--- src/sv/ltc_pkg.sv ---
`timescale 1ns / 1ps

package ltc_pkg;

   // Wide enough for the largest supported slot count (64)
   localparam int SLOT_IDX_W = 6;
   localparam int TAG_W      = 32;
   localparam int STAMP_W    = 32;

   // Search word passed from cell to cell
   typedef struct packed {
      logic [TAG_W-1:0]      tag;
      logic                  fill_ok;
      logic                  hit;
      logic [SLOT_IDX_W-1:0] hit_idx;
      logic                  empty;
      logic [SLOT_IDX_W-1:0] empty_idx;
      logic [STAMP_W-1:0]    min_stamp;
      logic [SLOT_IDX_W-1:0] min_idx;
   } ltc_token_type;

   // Write broadcast to all cells once the decision is made
   typedef struct packed {
      logic                  en;
      logic [SLOT_IDX_W-1:0] idx;
      logic                  wr_valid;
      logic                  valid_val;
      logic                  wr_tag;
      logic                  wr_stamp;
      logic [TAG_W-1:0]      tag;
      logic [STAMP_W-1:0]    stamp;
   } ltc_update_type;

endpackage

--- src/sv/ltc_cell.sv ---
`timescale 1ns / 1ps

// One cache slot: holds valid, tag and stamp, and folds its entry into the
// search word before handing it on to the next cell.
module ltc_cell import ltc_pkg::*; #(
   parameter logic [SLOT_IDX_W-1:0] IDX = '0
) (
   input  logic           clock,
   input  logic           reset,
   input  logic           tok_vld_i,
   input  ltc_token_type  tok_i,
   input  ltc_update_type upd_i,
   output logic           tok_vld_o,
   output ltc_token_type  tok_o
);

   logic               valid_ff, valid_in;
   logic [TAG_W-1:0]   tag_ff, tag_in;
   logic [STAMP_W-1:0] stamp_ff, stamp_in;
   logic               tok_vld_ff;
   ltc_token_type      tok_ff, tok_in;
   logic               sel;

   always_comb begin
      sel      = upd_i.en && (upd_i.idx == IDX);
      valid_in = valid_ff;
      tag_in   = tag_ff;
      stamp_in = stamp_ff;
      if (sel) begin
         if (upd_i.wr_valid) valid_in = upd_i.valid_val;
         if (upd_i.wr_tag)   tag_in   = upd_i.tag;
         if (upd_i.wr_stamp) stamp_in = upd_i.stamp;
      end

      tok_in = tok_i;
      if (!tok_i.hit && valid_ff && (tag_ff == tok_i.tag)) begin
         tok_in.hit     = 1'b1;
         tok_in.hit_idx = IDX;
      end
      if (!tok_i.empty && !valid_ff) begin
         tok_in.empty     = 1'b1;
         tok_in.empty_idx = IDX;
      end
      // first cell seeds the minimum; strict compare keeps lowest index on ties
      if ((IDX == '0) || (stamp_ff < tok_i.min_stamp)) begin
         tok_in.min_stamp = stamp_ff;
         tok_in.min_idx   = IDX;
      end
   end

   always_ff @(posedge clock) begin
      if (reset) begin
         valid_ff   <= 1'b0;
         tok_vld_ff <= 1'b0;
      end else begin
         valid_ff   <= valid_in;
         tok_vld_ff <= tok_vld_i;
      end
      tag_ff   <= tag_in;
      stamp_ff <= stamp_in;
      tok_ff   <= tok_in;
   end

   assign tok_vld_o = tok_vld_ff;
   assign tok_o     = tok_ff;

endmodule

--- src/sv/lru_tag_cache_lookup_unit.sv ---
`timescale 1ns / 1ps

// Fully associative tag cache, least-recently-used replacement by stamps.
//
// Request channel (req_): one word per lookup, tag in tdata, fill_ok in
// tuser. Result channel (rsp_): one word per lookup with hit, slot index,
// evicted and status.
//
// A lookup passes through the start register, one register per slot cell and
// the tail register; the write-back then loads the output register and raises
// rsp_tvalid. Only one lookup is in flight at a time: req_tready is low from
// acceptance until the write-back and rises on the cycle after it.
//
// The result sits in an output register; the next request is taken while it
// waits. If the receiver stalls, the following result holds in the tail
// register and the write-back waits until the output register frees up.
//
// Reset empties every slot and clears the use counter; tags and stamps are
// not cleared and are only looked at for valid slots.
module lru_tag_cache_lookup_unit import ltc_pkg::*; #(
   parameter int SLOTS = 8
) (
   input  logic        clock,
   input  logic        reset,
   input  logic        req_tvalid,
   output logic        req_tready,
   input  logic [31:0] req_tdata,   // [31:0] lookup_tag
   input  logic [0:0]  req_tuser,   // [0] fill_ok
   output logic        rsp_tvalid,
   input  logic        rsp_tready,
   output logic [7:0]  rsp_tdata    // [0] hit, [3:1] slot_index, [4] evicted,
                                    // [5] status, [7:6] zero
);

   logic               busy_ff, busy_in;
   logic               start_vld_ff;
   ltc_token_type      start_tok_ff, start_tok_in;
   logic               tail_vld_ff, tail_vld_in;
   ltc_token_type      tail_tok_ff;
   logic               rsp_vld_ff, rsp_vld_in;
   logic [7:0]         rsp_data_ff, rsp_data_in;
   logic [STAMP_W-1:0] use_counter_ff, use_counter_in;

   logic [SLOTS:0]     chain_vld;
   ltc_token_type      chain_tok [SLOTS+1];
   ltc_update_type     upd;

   logic                  accept;
   logic                  decide;
   logic [SLOT_IDX_W-1:0] slot_sel;
   logic                  evict;
   logic                  stat;

   assign req_tready = !busy_ff;
   assign accept     = req_tvalid && req_tready;
   assign decide     = tail_vld_ff && (!rsp_vld_ff || rsp_tready);

   // fresh search word
   always_comb begin
      start_tok_in           = '0;
      start_tok_in.tag       = req_tdata;
      start_tok_in.fill_ok   = req_tuser[0];
   end

   assign chain_vld[0] = start_vld_ff;
   assign chain_tok[0] = start_tok_ff;

   for (genvar i = 0; i < SLOTS; i++) begin : g_cell
      ltc_cell #(
         .IDX(SLOT_IDX_W'(i))
      ) u_cell (
         .clock     (clock),
         .reset     (reset),
         .tok_vld_i (chain_vld[i]),
         .tok_i     (chain_tok[i]),
         .upd_i     (upd),
         .tok_vld_o (chain_vld[i+1]),
         .tok_o     (chain_tok[i+1])
      );
   end

   // decision on the word that left the last cell
   always_comb begin
      evict          = !tail_tok_ff.hit && !tail_tok_ff.empty;
      stat           = !tail_tok_ff.hit && !tail_tok_ff.fill_ok;
      slot_sel       = tail_tok_ff.hit   ? tail_tok_ff.hit_idx   :
                       tail_tok_ff.empty ? tail_tok_ff.empty_idx : tail_tok_ff.min_idx;
      use_counter_in = use_counter_ff;

      upd            = '0;
      upd.en         = decide;
      upd.idx        = slot_sel;
      upd.tag        = tail_tok_ff.tag;
      upd.stamp      = use_counter_ff;
      if (tail_tok_ff.hit) begin
         upd.wr_stamp = 1'b1;
      end else if (tail_tok_ff.fill_ok) begin
         upd.wr_valid  = 1'b1;
         upd.valid_val = 1'b1;
         upd.wr_tag    = 1'b1;
         upd.wr_stamp  = 1'b1;
      end else begin
         // failed fill: slot contents already released, leave it empty
         upd.wr_valid  = 1'b1;
         upd.valid_val = 1'b0;
      end
      if (decide && (tail_tok_ff.hit || tail_tok_ff.fill_ok)) begin
         use_counter_in = use_counter_ff + STAMP_W'(1);
      end

      rsp_data_in = {2'b00, stat, evict, slot_sel[2:0], tail_tok_ff.hit};
   end

   always_comb begin
      busy_in = busy_ff;
      if (accept)      busy_in = 1'b1;
      else if (decide) busy_in = 1'b0;

      tail_vld_in = tail_vld_ff;
      if (chain_vld[SLOTS]) tail_vld_in = 1'b1;
      else if (decide)      tail_vld_in = 1'b0;

      rsp_vld_in = rsp_vld_ff;
      if (decide)          rsp_vld_in = 1'b1;
      else if (rsp_tready) rsp_vld_in = 1'b0;
   end

   always_ff @(posedge clock) begin
      if (reset) begin
         busy_ff        <= 1'b0;
         start_vld_ff   <= 1'b0;
         tail_vld_ff    <= 1'b0;
         rsp_vld_ff     <= 1'b0;
         use_counter_ff <= '0;
      end else begin
         busy_ff        <= busy_in;
         start_vld_ff   <= accept;
         tail_vld_ff    <= tail_vld_in;
         rsp_vld_ff     <= rsp_vld_in;
         use_counter_ff <= use_counter_in;
      end
      if (accept)           start_tok_ff <= start_tok_in;
      if (chain_vld[SLOTS]) tail_tok_ff  <= chain_tok[SLOTS];
      if (decide)           rsp_data_ff  <= rsp_data_in;
   end

   assign rsp_tvalid = rsp_vld_ff;
   assign rsp_tdata  = rsp_data_ff;

   // at most one search word anywhere in the row
   a_one_in_flight: assert property (@(posedge clock) disable iff (reset)
      $countones({chain_vld, tail_vld_ff}) <= 1)
      else $error("more than one lookup in flight");

   // idle means the row is empty
   a_idle_empty: assert property (@(posedge clock) disable iff (reset)
      !busy_ff |-> (chain_vld == '0) && !tail_vld_ff)
      else $error("search word present while idle");

   // write-back frees the block for the next request
   a_decide_frees: assert property (@(posedge clock) disable iff (reset)
      decide |=> !busy_ff && rsp_tvalid)
      else $error("write-back did not release the block");

   // a hit never reports eviction or a failed fill
   a_hit_clean: assert property (@(posedge clock) disable iff (reset)
      rsp_tvalid && rsp_tdata[0] |-> !rsp_tdata[4] && !rsp_tdata[5])
      else $error("hit with eviction or failure flag");

   // counter advances only on a successful write-back
   a_counter_step: assert property (@(posedge clock) disable iff (reset)
      !decide |=> $stable(use_counter_ff))
      else $error("use counter moved without a write-back");

endmodule

--- config.mk ---
export PLATFORM = sky130hd
export DESIGN_NAME = lru_tag_cache_lookup_unit
export DESIGN_NICKNAME = d
export VERILOG_FILES = /design/src/sv/ltc_pkg.sv /design/src/sv/ltc_cell.sv /design/src/sv/lru_tag_cache_lookup_unit.sv
export SDC_FILE = /design/constraint.sdc
export NUM_CORES = 1
export LEC_CHECK = 0
export BUFFER_PORTS_ARGS = -buffer_cell sky130_fd_sc_hd__buf_2
export CORE_MARGIN = 3
export CORE_UTILIZATION = 30
export DETAILED_ROUTE_END_ITERATION = 10
export GPL_TIMING_DRIVEN = 1
export PLACE_DENSITY = 0.5
export SYNTH_ARGS = -nofsm -noshare
export SYNTH_HDL_FRONTEND = slang
export SYNTH_SLANG_ARGS = --single-unit
export TNS_END_PERCENT = 5
--- constraint.sdc ---
create_clock -name clock -period 9.7 [get_ports clock]
set_input_delay 1.455 -clock clock [delete_from_list [all_inputs] [get_ports clock]]
set_output_delay 1.455 -clock clock [all_outputs]
set_load 0.005 [all_outputs]
==> summary.md <==
| Metric | Value |
|---|---|
| Status | `completed` |
| Count of final max-slew check failures | `0` |
| Full die area | `145000 um^2` |
| Unrepaired setup endpoints after global routing | `no` |
| Yosys reg bits | `about 1.2k` |
| Drt total wl | `between 80 and 90 mm` |
| Max-cap viol count | `0` |
| Fin nets | `approximately 3.2k` |
| Vias in the first global route | `between 20k and 25k` |
| Final ANT Viol Nets | `0` |
| TritonRoute pass-1 iters | `4` |
| Reg2Reg Depth | `3` |
| Critical path arrival | `between 4 and 5 ns` |
| Worst-Margin Slew | `1.19 ns` |
| Max FO, Critical Path | `32` |
| Row Count | `roughly 140` |
| Worst Setup SP | `rsp_tready` |
| Mapped Cells | `2795` |
| Clk buf depth | `3` |
| Hpwl dp | `between 60 and 70 mm` |
| Layout cells sized above 1 | `0.142` |
| Fmax | `approximately 270 MHz` |
| H-tree depth | `3` |
| Max_slew headroom | `0.204` |
| DR DRC count | `0` |
| Worst EP required | `approximately 10 ns` |
| Worst vdd ir | `around 0.16 mV` |
| Final Cycle Share | `0.385` |
| Distinct cell type count after synthesis | `58` |
| Gates resized, CTS repair | `0` |
| Top_reg_cell synth | `dfxtp_1` |
| Worst setup EP type | `flop` |
| Boundary Pins | `47` |
| Inserted Clock Buffers | `120` |
| Design area | `about 49000 um^2` |
| Synth cell count leaders | `607 x dfxtp_1, 595 x edfxtp_1, 232 x inv_1, 218 x ha_1, 205 x xnor2_1` |
| Core Region | `~140000 um^2` |
| Non-Filler Instances | `slightly below 5k` |
| Grt total ovfl | `0` |
| CTS tree | `yes` |
| Crit path to | `g_cell[7].u_cell.tag_ff[23]` |
| Synth area leader | `edfxtp_1` |
| Placed cell areas | `roughly 45000 um^2` |
| Avg Cell Area, Syn | `between 15 and 20 um^2` |
| Setup CP Type | `input pin to flop` |
| Reg2Reg Setup Slack | `around 6.4 ns` |
| Initial antenna violation count | `2` |
| Area share of the largest cell type after synthesis | `0.423` |
| Crit path time final | `3.74 ns` |
| Leakage | `approximately 0.019 uW` |
| Register area share after synthesis | `0.711` |
| Largest net degree at the start of global routing | `between 50 and 60` |
| Mapped Area | `between 40000 and 50000 um^2` |
| Worst Skew | `0.0879 ns` |
| Buffers on Ports | `44` |
| Root Buffer | `clkbuf_16` |
| Vias | `20.4k` |
| Number of synthesized flops with an enable pin | `595` |
| First-pass GRT wire length | `about 130 mm` |
| Cell with the most instances after synthesis | `dfxtp_1` |
| Finish-stage setup viols | `0` |
| Iter 0 DRT Violations | `around 920` |
| Fraction of registers with async set/reset | `0` |
| Die width | `roughly 380 um` |
| Clock Latency Late Sink | `between 0.7 and 0.8 ns` |
| Worst r2r src | `rsp_data_in[0]` |
| Avg WL per Cell | `~17 um` |
| PD cells | `between 200 and 250 nW/um^2` |
| Crit path launch type | `input pin` |
| Synth warn | `0` |
| Tot Pwr | `between 10000 and 15000 uW` |
| Post-placement cell count | `4699` |
| Vias per cell | `about 4.1` |
| All-Layer GR Usage | `0.116` |
| Synth area leaders | `edfxtp_1 42%, dfxtp_1 29%, ha_1 6.5%` |
| Clk sinks | `about 1.2k` |
| GPL Wtd Cong | `0.795` |
| Setup TNS | `0 ns` |
| Fin. Hold Viols | `0` |
| Hold WC Path Type | `flop to flop` |
| Hold buffer count at CTS | `0` |
| Starting Density | `0.302` |
| Clock Pin Slew Worst Setup and Hold Paths | `around 0.060 ns` |
| Chip height | `about 380 um` |
| Worst r2r dst | `g_cell[7].u_cell.tag_ff[23]` |
| Area grow syn2layout | `15.7%` |
| Setup bufs post-CTS | `0` |
-- per-stage QoR --
stage | utilization | setup slack (ns) | hold WS (ns)
global placement | 0.321 | 5.28 | 0.311
CTS | 0.350 | 6.00 | 0.296
global route | 0.350 | 5.74 | 0.319
finish | 0.350 | 5.96 | 0.306
floorplan | - | 5.57 | 0.310
detailed placement | 0.321 | 5.25 | 0.314
-- worst max-delay path: stages --
cell and delay [ns]:
buf_2 0.11, nand2b_1 0.17, nand2_1 0.19, nor3_1 0.68, nand2_1 0.54, nor2_4 0.86
-- area by class of cell --
cell class	instances	area, um^2
inverter	232	871
sequential	1202	30000
clock inverter	58	603
antenna	1	2.50
clock buffer	172	3400
fill	13400	90800
multi-input combinational	1331	11300
tap	1876	2350
timing repair buffer	58	325
-- where the power goes --
part           leakage, uW  internal, uW  total (uW)  switching, uW
sequential          0.0110          5360        5410           49.0
clock              0.00195          2640        4580           1940
combinational      0.00576          45.1        93.5           48.4
-- registers in the layout, summed over array words and instances, names as in the netlist --
| signal | flops |
|---|---|
| chain_tok | 33 |
| g_cell.u_cell.tok_vld_o | 8 |
| use_counter_ff | 32 |
| rsp_tvalid | 1 |
| busy_ff | 1 |
| rsp_tdata | 6 |
| g_cell.u_cell.tok_o | 555 |
| g_cell.u_cell.stamp_ff | 256 |
| rsp_data_in | 1 |
| tail_vld_ff | 1 |
| g_cell.u_cell.tag_ff | 256 |
| start_vld_ff | 1 |
| g_cell.u_cell.valid_ff | 8 |
| tail_tok_ff | 43 |
-- kinds of logic after synthesis --
logic type,Yosys count,synth area share
buffers and inverters,263,0.0253
AO/OA/AOI/OAI,181,0.0282
flip-flops,1202,0.711
other,1,0.0000888
XOR/XNOR,287,0.0595
adder cells (fa/ha/maj),218,0.0646
AND/OR/NAND/NOR,447,0.0578
multiplexers,196,0.0539
-- cells in the final DEF (no fill, tap or decap), types with 26 or more instances in the layout --
cell type  count
nand4_1       87
o21ai_0       32
a21oi_1       70
nor2_1        69
nand3_1       50
edfxtp_1     595
nor4_1        26
mux2_2       138
clkbuf_1      35
ha_1         218
nand2_1       57
clkbuf_16    123
dfxtp_1      606
nand2b_1      38
inv_1        232
xnor2_1      205
mux2_1        34
buf_2         44
xor2_1        82
-- per-layer routing --
layer  wire length (um)  GRT usage  part of all wire  vias to the layer above
met5                  0          0                 0                        -
li1                   -          -                 -                    10300
met4               1720     0.0303             0.020                        0
met2              39100      0.190              0.47                      268
met1              40500      0.158              0.48                     9718
met3               2810     0.0227             0.033                      131
-- how the worst min path moves through the flow --
stage                     cells past startpoint                         end                     startpoint  slack, ns
final                                         0  g_cell[0].u_cell.tok_o[35]  g_cell[0].u_cell.stamp_ff[29]       0.31
after global routing                          0  g_cell[0].u_cell.tok_o[35]  g_cell[0].u_cell.stamp_ff[29]       0.32
after CTS                                     0  g_cell[0].u_cell.tok_o[35]  g_cell[0].u_cell.stamp_ff[29]       0.30
after floorplan                               0  g_cell[1].u_cell.tok_o[52]     g_cell[0].u_cell.tok_o[52]       0.31
after detailed placement                      0  g_cell[7].u_cell.tok_o[52]     g_cell[6].u_cell.tok_o[52]       0.31
after global placement                        0  g_cell[1].u_cell.tok_o[52]     g_cell[0].u_cell.tok_o[52]       0.31
No activity file was read; power rests on OpenSTA's default activity.
